$ cat src/hw/rtl/snue_pkg.sv
// Package for the spiking neuron update engine.
// Holds item, result and pipeline types, Q11.20 constants and saturating helpers.
// Depends on nothing.
`default_nettype none

package snue_pkg;

	localparam int IDX_W      = 10;
	localparam int ADDR_W     = 16;
	localparam int QDEPTH     = 4;
	localparam int QPTR_W     = 2;
	localparam int QCNT_W     = 3;
	localparam int SUB_STAGES = 9;

	typedef logic signed [31:0] q_t;
	typedef logic signed [63:0] prod_t;

	localparam q_t K_004    = 32'sd41943;
	localparam q_t K_FIVE   = 32'sd5242880;
	localparam q_t K_140    = 32'sd146800640;
	localparam q_t K_THRESH = 32'sd31457280;
	localparam q_t Q_MAX    = 32'sh7fffffff;
	localparam q_t Q_MIN    = 32'sh80000000;

	localparam logic ACT_LOAD   = 1'b0;
	localparam logic ACT_UPDATE = 1'b1;

	typedef struct packed {
		logic             action;
		logic [IDX_W-1:0] neuron_index;
		logic             stimulated;
		q_t               current;
		q_t               load_a;
		q_t               load_b;
		q_t               load_c;
		q_t               load_d;
		q_t               load_u;
		q_t               load_v;
	} cmd_t;

	typedef struct packed {
		logic [IDX_W-1:0] out_index;
		logic             fired;
		q_t               potential;
		q_t               recovery;
	} res_t;

	typedef struct packed {
		cmd_t              cmd;
		logic [ADDR_W-1:0] addr;
	} entry_t;

	typedef struct packed {
		logic   vld;
		entry_t head;
	} qhead_t;

	typedef struct packed {
		logic              load;
		logic [IDX_W-1:0]  idx;
		logic [ADDR_W-1:0] addr;
		logic              stim;
		q_t                cur;
		q_t                a;
		q_t                b;
		q_t                c;
		q_t                d;
		q_t                u;
		q_t                v;
		q_t                t;
		prod_t             p;
		logic              fired;
	} stage_t;

	function automatic q_t sat33(logic signed [32:0] x);
		if (x[32] != x[31]) begin
			return x[32] ? Q_MIN : Q_MAX;
		end
		return x[31:0];
	endfunction

	function automatic q_t qadd(q_t x, q_t y);
		logic signed [32:0] s;
		s = 33'(x) + 33'(y);
		return sat33(s);
	endfunction

	function automatic q_t qsub(q_t x, q_t y);
		logic signed [32:0] s;
		s = 33'(x) - 33'(y);
		return sat33(s);
	endfunction

	function automatic q_t qstep(q_t x, q_t t);
		logic signed [32:0] s;
		s = 33'(x) + 33'(t >>> 2);
		return sat33(s);
	endfunction

	function automatic q_t qscale(prod_t p);
		logic signed [43:0] s;
		s = 44'(p >>> 20);
		if (s[43:31] == '0 || s[43:31] == '1) begin
			return s[31:0];
		end
		return s[43] ? Q_MIN : Q_MAX;
	endfunction

endpackage

`default_nettype wire

$ cat src/hw/rtl/snue_front.sv
// Front end: accepts items, maps the index onto the table, queues entries.
// Depends on snue_pkg.
`default_nettype none

module snue_front #(
	parameter int NEURONS = 1024
) (
	input  wire logic            clk,
	input  wire logic            arst_n,
	input  wire logic            start,
	input  wire snue_pkg::cmd_t  cmd,
	output logic                 busy,
	output snue_pkg::qhead_t     qh,
	input  wire logic            pop
);

	logic                            acc;
	logic                            vld_s1;
	snue_pkg::cmd_t                  cmd_s1;
	logic [snue_pkg::ADDR_W-1:0]     addr_s1;
	snue_pkg::entry_t                fifo_q [snue_pkg::QDEPTH];
	logic [snue_pkg::QPTR_W-1:0]     wp_q;
	logic [snue_pkg::QPTR_W-1:0]     rp_q;
	logic [snue_pkg::QCNT_W-1:0]     cnt_q;

	assign busy = cnt_q >= snue_pkg::QCNT_W'(snue_pkg::QDEPTH - 1);
	assign acc  = start && !busy;

	always_ff @(posedge clk or negedge arst_n) begin
		if (!arst_n) begin
			vld_s1 <= 1'b0;
		end else begin
			vld_s1 <= acc;
		end
	end

	always_ff @(posedge clk) begin
		if (acc) begin
			cmd_s1 <= cmd;
		end
	end

	generate
		if (NEURONS >= 1024) begin : g_direct
			assign addr_s1 = snue_pkg::ADDR_W'(cmd_s1.neuron_index);
		end else begin : g_mod
			localparam int RECIP = (2**21 + NEURONS - 1) / NEURONS;
			logic [31:0]                quo_prod;
			logic [snue_pkg::IDX_W-1:0] quo_s1;
			logic [snue_pkg::IDX_W-1:0] rem;
			assign quo_prod = 32'(cmd.neuron_index) * 32'(RECIP);
			always_ff @(posedge clk) begin
				if (acc) begin
					quo_s1 <= quo_prod[30:21];
				end
			end
			assign rem = cmd_s1.neuron_index
				- snue_pkg::IDX_W'(quo_s1 * snue_pkg::IDX_W'(NEURONS));
			assign addr_s1 = snue_pkg::ADDR_W'(rem);
		end
	endgenerate

	always_ff @(posedge clk or negedge arst_n) begin
		if (!arst_n) begin
			wp_q  <= '0;
			rp_q  <= '0;
			cnt_q <= '0;
		end else begin
			if (vld_s1) begin
				wp_q <= wp_q + 1'b1;
			end
			if (pop) begin
				rp_q <= rp_q + 1'b1;
			end
			cnt_q <= cnt_q + snue_pkg::QCNT_W'(vld_s1) - snue_pkg::QCNT_W'(pop);
		end
	end

	always_ff @(posedge clk) begin
		if (vld_s1) begin
			fifo_q[wp_q] <= '{cmd: cmd_s1, addr: addr_s1};
		end
	end

	assign qh.vld  = cnt_q != '0;
	assign qh.head = fifo_q[rp_q];

endmodule

`default_nettype wire

$ cat config.mk
export PLATFORM = sky130hd
export DESIGN_NAME = snue_front
export DESIGN_NICKNAME = d
export VERILOG_FILES = /design/src/hw/rtl/snue_pkg.sv /design/src/hw/rtl/snue_front.sv
export SDC_FILE = /design/constraint.sdc
export NUM_CORES = 1
export LEC_CHECK = 0
export ABC_CLOCK_PERIOD_IN_PS = 20200
export BUFFER_PORTS_ARGS = -buffer_cell sky130_fd_sc_hd__buf_2
export CORE_MARGIN = 4
export CORE_UTILIZATION = 55
export CTS_BUF_LIST = sky130_fd_sc_hd__clkbuf_8
export DETAILED_ROUTE_END_ITERATION = 10
export PLACE_DENSITY = 0.8
export SYNTH_ARGS = -nofsm -noshare
export SYNTH_HDL_FRONTEND = slang
export SYNTH_SLANG_ARGS = --single-unit
$ cat constraint.sdc
create_clock -name clk -period 20.2 [get_ports clk]
set_input_delay 4.04 -clock clk [delete_from_list [all_inputs] [get_ports clk]]
set_output_delay 4.04 -clock clk [all_outputs]
set_load 0.005 [all_outputs]
==> summary by stage, run 1 <==
Critical path
The critical path launch point type is a flop. The reg-to-reg critical path startpoint is cnt_q[1]. The critical path goes through buf_12 > buf_4 > mux4_2 > buf_2. Measured in cells, the most critical reg-to-reg path has a length of 5. The kind of critical path is reg -> out. The capture instance of the worst register-to-register path is addr_s1[2]. The launch point of the worst path is rp_q[0]. Among cell families on the critical path, the largest total delay comes from buffers and inverters. The slowest stage of the critical path belongs to the cell sky130_fd_sc_hd__dfrtp_4. For the worst setup path, the data required time is 16.16 ns. The delay contributed by the slowest stage of the critical path is 0.87 ns. The setup check on the worst reg-to-reg path leaves a slack of 16.33 ns. The arrival time of data at the critical path endpoint is 4.21 ns. In this run the worst path has a maximum fanout of 110.

The critical path capture point type is an output port. The critical path contains buffers and inverters numbering 3 combined. The number of stages on the worst setup path is 4.

Clock network
The clock reaches the later pin of the worst-skew pair after 0.80 ns. The cts-stage hold buffer count is 0. The TritonCTS sink count is 1,188. The H-tree was split into 4 levels.

The number of buffers created by CTS is 179. The buffer count from post-CTS setup fixing is 0. The clock edge transition at the registers on the reported setup and hold paths is 0.07 ns. The maximum buffer depth of the clock tree is 3. The cell sitting at the root of the clock tree is a sky130_fd_sc_hd__clkbuf_8.

The number of gates resized after CTS was 0. The clock tree from TritonCTS is yes.

STA
The final setup violation count is 0. The total count of max-transition violations in the final report was 0. The number of endpoints with negative hold slack in the final report came to 0.

Across all setup checks in the final design, the least slack found is 11.95 ns. Based on the critical path, the design can be clocked at up to 121 MHz. The setup clock skew after layout is 0.0429 ns. For the pin with the worst max-slew slack, the measured transition is 1.08 ns. The period utilization is 0.408. The post-layout minimum cycle time is 8.25 ns. The worst pin sits at a relative slew slack of 0.282. Setup repair after global routing left no endpoint under its margin. The sum of negative setup slack is 0 ns.

Floorplanning
The die width is 284 µm. 494 I/O pins were placed. The vertical die dimension is 284 µm.

The initial utilization of the core area, before any placement, comes to 0.559. The floorplan has 100 rows. After floorplanning, the core was sized to cover 74,900 µm². The total die area is 80,700 µm².

Pwr
The completed layout was analyzed and its total power is 0.00672 W. The internal power is 0.00484 W. For this design the ratio of total power to cell area is 139 nW/µm². The share of total power dissipated in combinational logic is 0.223. The switching power is 0.00188 W. The static leakage power is 16.4 nW. The clock network fraction of design power is 0.269. The maximum resistive drop on vdd is 0.132 mV. The switching share of power is 0.280. The relative contribution of sequential cells to total power is 0.508.

Status
The flow ran to the end, and the final reports show no timing, DRC or antenna violations.

Yosys
After synthesis the cells add up to 41,900 µm². The per-instance average area after synthesis is 27.5 µm². The synthesized netlist contains 20 unique library cells. The post-synthesis cell count is 1,524.

The fraction of synthesized cell area taken by the top area cell type is 0.845. The flip-flop and latch count after synthesis is 1,188. By area the synthesized netlist is led by sky130_fd_sc_hd__edfxtp_1 (85%), sky130_fd_sc_hd__mux4_2 (13%), sky130_fd_sc_hd__buf_12 (1.1%). The sequential fraction of the synthesis area is 0.850. The count of yosys warnings during synthesis is 0.

The leading area contributor after synthesis is sky130_fd_sc_hd__edfxtp_1.

Drt
The routed wire length on met3 is 6980 µm. Using the TritonRoute via totals, the vias-per-cell ratio works out to 5.59. Detailed routing inserted a total of 18,300 vias.

In this run, the number of DRC markers left after iteration 0 of detailed routing was 1,371. The top layer reached by signal wires is met5. The count of nets left with antenna violations once routing finished came out at 0.

The detailed router put a total of 30,300 µm of wire on met1. In the final routed layout, each cell accounts on average for 24.6 µm. The detailed route wirelength on metal2 is 41,000 µm. The first detailed-routing pass took 5 iterations. The DRC violations left is 0. After detailed routing, the total wire length is 80,500 µm.

Cells and area
In the final layout, the share of cells above drive strength 1 is 0.421. Registers take 35,600 µm². Leaving out fill and tap cells, the most frequent cells in the layout are sky130_fd_sc_hd__edfxtp_1 (1,180), sky130_fd_sc_hd__buf_2 (487), sky130_fd_sc_hd__mux4_2 (236), sky130_fd_sc_hd__clkbuf_8 (181), sky130_fd_sc_hd__inv_1 (67). The library cell used most frequently in the layout, excluding fill and tap cells, is sky130_fd_sc_hd__edfxtp_1. The area of the multi-input gates is 5550 µm². The final net count is 2,396. The filler cells instantiated in the layout total 4,631. The post-route cell area is 48,400 µm².

The area added between synthesis and finish is 15.5%. The utilization after layout is 0.646.

Global routing
The number of antenna violations at the first check in global routing is 16. Entering global routing, the biggest net connects 127 pins. The number of global-route vias before repair is 19,600. Across every metal layer, demand over resource in global routing totals 0.201. The aggregate global routing overflow is 0. The first global-routing pass estimated 121,000 µm of wire.

Placement
The congestion estimate from routability-driven global placement came to 0.776. Prior to clock tree synthesis, the placed netlist has a worst setup slack of 12.54 ns. The number of port buffers is 487. The area of placed instances is 45,100 µm². Summed over all nets, the half-perimeter wirelength after detailed placement is 48,100 µm.

Worst hold path
Counting instances, the worst hold path has a depth of 0. For hold timing, the worst endpoint is fifo_q[0][82]. The startpoint of the worst hold path is cmd_s1[72].

The path class of the tightest hold or removal check is reg -> reg.

Run
The max-cap violation count is 0.
-- cells by family after synthesis --
kind of cell	share of synthesized area
other cells	0.0000894
buf+inv	0.0184
compound gates	0.000239
fa+ha+maj	0.00257
simple gates	0.00113
flops	0.850
mux	0.127
xor+xnor	0.000836
-- registers in the layout, summed over array words and instances (netlist names) --
name and count:
addr_s1 10, fifo_q 944, wp_q 2, rp_q 2, cmd_s1 226, cnt_q 3
vld_s1 1
-- power by group through the flow --
stage	clock network [W]	logic, W	registers (W)
final	0.00181	0.00150	0.00341
after global routing	0.00198	0.00161	0.00345
after CTS	0.00186	0.00154	0.00341
after detailed placement	0	0.00153	0.00346
after global placement	0	0.00151	0.00342
after floorplan	0	0.00105	0.00344
-- per-stage QoR --
step	hold WS (ns)	std cells
floorplan	0.459	1529
global placement	0.461	2936
detailed placement	0.479	2936
CTS	0.469	3261
global route	0.468	3268
finish	0.460	3271
-- Yosys cell counts, drive strengths merged --
master	number
nand2	3
mux4	236
ha	7
clkbuf	2
conb	1
nand3	1
inv	7
and3	1
dfrtp	8
xor2	3
buf	67
fa	1
o21ai	2
and2	4
edfxtp	1180
xnor2	1
-- area by class of cell --
type                            instances  share of cell area
Sequential cell                      1188               0.736
Multi-Input combinational cell        265               0.115
Timing Repair Buffer                  507              0.0542
Clock buffer                          181              0.0514
Tap cell                              969              0.0250
Clock inverter                        144              0.0178
Inverter                                7            0.000542
Antenna cell                           10            0.000517
-- layer usage --
metal	GRT usage	up-vias
met5	0	-
met4	0.0746	10
met3	0.0621	164
met2	0.327	792
met1	0.259	9497
li1	-	7825
-- worst max path at each step --
stage / to / slack, ns
after floorplan: vld_s1 / 10.01
after global placement: qh[6] / 12.61
after detailed placement: qh[249] / 12.54
after CTS: qh[245] / 11.68
after global routing: qh[8] / 11.43
final: qh[249] / 11.95
Power figures use the tool's default switching activity.
==> run 2, diff against run 1 <==
ABC_CLOCK_PERIOD_IN_PS = 8000   (was 20200)
clock period = 8 ns   (was 20.2 ns; I/O delays follow)
==> run 2 against run 1 <==
Against the previous run: final cell count down 0.28%; largest cell class unchanged; sequential power rose to 2.5 times the previous value; clock power up 150%; register-to-register slack worse by 11 ns; cell area down 0.16%; sequential share of layout area up 0.11 points; core utilization down 0.10 points; highest routed layer unchanged; total power rose to 2.5 times the previous value; combinational power rose to 2.5 times the previous value.
==> summary by stage, run 2 (synthesis gave the netlist of run 1 again) <==
Status
The run finished with clean final reports.

Global routing
Entering global routing, the biggest net connects 127 pins. The number of global-route vias before repair is 19,500. In the global route stage, overall resource usage came out at 0.197. The first global-routing pass estimated 120,000 µm of wire. Global routing finished with a remaining overflow of 0. The number of antenna violations at the first check in global routing is 23.

Worst hold path
The startpoint identified for the worst hold timing path is cmd_s1[205]. The tightest min-delay check is of the reg -> reg type.

STA
Setup repair after global routing left no endpoint under its margin. Setup violations remaining at the end of the flow were counted as 0. The total count of max-transition violations in the final report is 0. Summed over all failing endpoints, the final setup total negative slack is 0 ns. Derived from the worst setup path, the maximum achievable clock frequency is 197 MHz. In the finished design, the share of the clock period the worst path needs comes to 0.635. The transition at the pin with the smallest max-transition slack is 1.13 ns. The number of endpoints with negative hold slack in the final report is 0. Measured against its own limit, the worst slew margin works out to 0.248.

The setup clock skew after layout is 0.0386 ns. The post-layout minimum cycle time is 5.08 ns.

Placement
The number of port buffers is 487. Counting tap cells, the placed design contains a total of 2,930 instances. The HPWL reported at the end of detailed placement is 47,100 µm. At the end of routability-driven placement, the weighted congestion stood at 0.763.

The placed instances occupy a cell area of 45,100 µm².

Drt
The DRC violations left is 0. The detailed router's first-iteration violation count is 1,383. The first TritonRoute pass finished after 5 iterations. Across all layers, the routed design uses 18,100 vias. The average wire per standard cell is 24.4 µm. The ratio of routed vias to standard cells is 5.56. For this block, the routed nets add up to 79,700 µm of wire.

The detail route stage leaves a number of antenna-violating nets equal to 0.

Floorplanning
The die is 284 µm wide. The vertical die dimension is 284 µm. The die covers 80,700 µm².

The floorplan has 100 rows. The placeable core area is 74,900 µm². The count of boundary I/O pins is 494. The starting density of the core is 0.559.

Cells and area
The area added between synthesis and finish is 15.4%. Leaving out fill and tap cells, the most frequent cells in the layout are sky130_fd_sc_hd__edfxtp_1 (1,180), sky130_fd_sc_hd__buf_2 (487), sky130_fd_sc_hd__mux4_2 (236), sky130_fd_sc_hd__clkbuf_8 (185), sky130_fd_sc_hd__inv_1 (59). The post-route non-filler standard cell count is 3,262.

Of the cells placed in the final design, the portion with a size suffix greater than 1 is 0.423. The flip-flop count of the largest register, all copies and words added is 944. The final net count is 2,388.

The register with the most flip-flops in the final layout is fifo_q. The post-route cell area is 48,400 µm². The number of inserted filler cells in the final layout is 4,669.

The library cell used most frequently in the layout, excluding fill and tap cells, is sky130_fd_sc_hd__edfxtp_1. For this run, the share of the core covered by cells in the final layout is 0.645.

Critical path
The critical path is of the reg -> out type. STA classifies the critical path endpoint as an output port. The reg-to-reg critical path startpoint is cnt_q[1]. The critical path launch point type is a flop. The launch point of the worst path is rp_q[0]. STA puts the critical path data required time at 6.40 ns. The highest fanout seen on the critical path is 115. Data on the critical path arrives at its endpoint at 3.48 ns.

Clock network
Once the clock tree was built, the setup fixing pass inserted 0 buffers. CTS placed an instance of sky130_fd_sc_hd__clkbuf_8 at the clock tree root. The post-CTS resize count is 0. The clock tree from TritonCTS is yes. The tree built by TritonCTS fans out to 1,188 sinks. The number of buffers created by CTS is 177. The maximum buffer depth of the clock tree is 3. The cts-stage hold buffer count is 0. The clock reaches the later pin of the worst-skew pair after 0.79 ns. The clock tree synthesis step divided the H-tree into 4 levels. The clock edge transition at the registers on the reported setup and hold paths is 0.06 ns.

Pwr
The maximum resistive drop on vdd is 0.364 mV. The total power per unit cell area is 349 nW/µm². The static leakage power is 16.4 nW.

Run
The max-cap violation count is 0.
run 2: cell count changes in the layout (fill, tap and decap cells not counted), sizes merged:
cell	delta
inv	-7
buf	-6
clkbuf	+4
diode	+4
bufinv	-3
clkinv	-2
clkinvlp	+1
run 2: path summary, 6_finish.rpt:
check | depth (start not counted) | slack, ns | to
setup / recovery | 3 | 2.92 | qh[22]
hold / removal | 0 | 0.47 | fifo_q[1][215]
setup reg to reg | 4 | 5.03 | cmd_s1[44]
hold reg to reg | 0 | 0.47 | fifo_q[1][215]
max in group asynchronous | 1 | 7.14 | rp_q[1]
min in group asynchronous | 1 | 0.65 | cnt_q[1]
run 2: critical path: stages, from the launching register on:
cell	delay [ns]
sky130_fd_sc_hd__dfrtp_4	0.91
sky130_fd_sc_hd__buf_12	0.62
sky130_fd_sc_hd__mux4_2	0.66
sky130_fd_sc_hd__buf_2	0.16
run 2: per-layer routing:
metal	track usage	wire (µm)	share of wire
met1	0.249	29700	0.37
met2	0.323	40900	0.51
met5	0	135	0.0017
met4	0.0724	2210	0.028
met3	0.0672	6650	0.083
run 2: stage by stage:
stage	hold slack, ns	worst slack (ns)	power (W)
6_report	0.467	2.92	0.0169
4_1_cts	0.459	2.78	0.0171
3_3_place_gp	0.462	3.71	0.0124
5_1_grt	0.491	2.59	0.0177
2_1_floorplan	0.459	0.247	0.0113
3_5_place_dp	0.476	3.69	0.0126
run 2: cell type report:
| type | count | area, µm² | area share |
|---|---|---|---|
| clock inverters | 133 | 704 | 0.0146 |
| clock buffers | 185 | 2550 | 0.0526 |
| multi-input cells | 265 | 5550 | 0.115 |
| diodes | 14 | 35.0 | 0.000724 |
| flip-flops and latches | 1188 | 35600 | 0.737 |
| inverters | 7 | 26.3 | 0.000543 |
| repair buffers | 501 | 2640 | 0.0546 |
| well taps | 969 | 1210 | 0.0251 |
run 2: power by group:
group | total (W) | internal, W | switching, W
Clock | 0.00447 | 0.00223 | 0.00223
Sequential | 0.00860 | 0.00813 | 0.000475
Combinational | 0.00379 | 0.00179 | 0.00200
Total | 0.0169 | 0.0121 | 0.00471
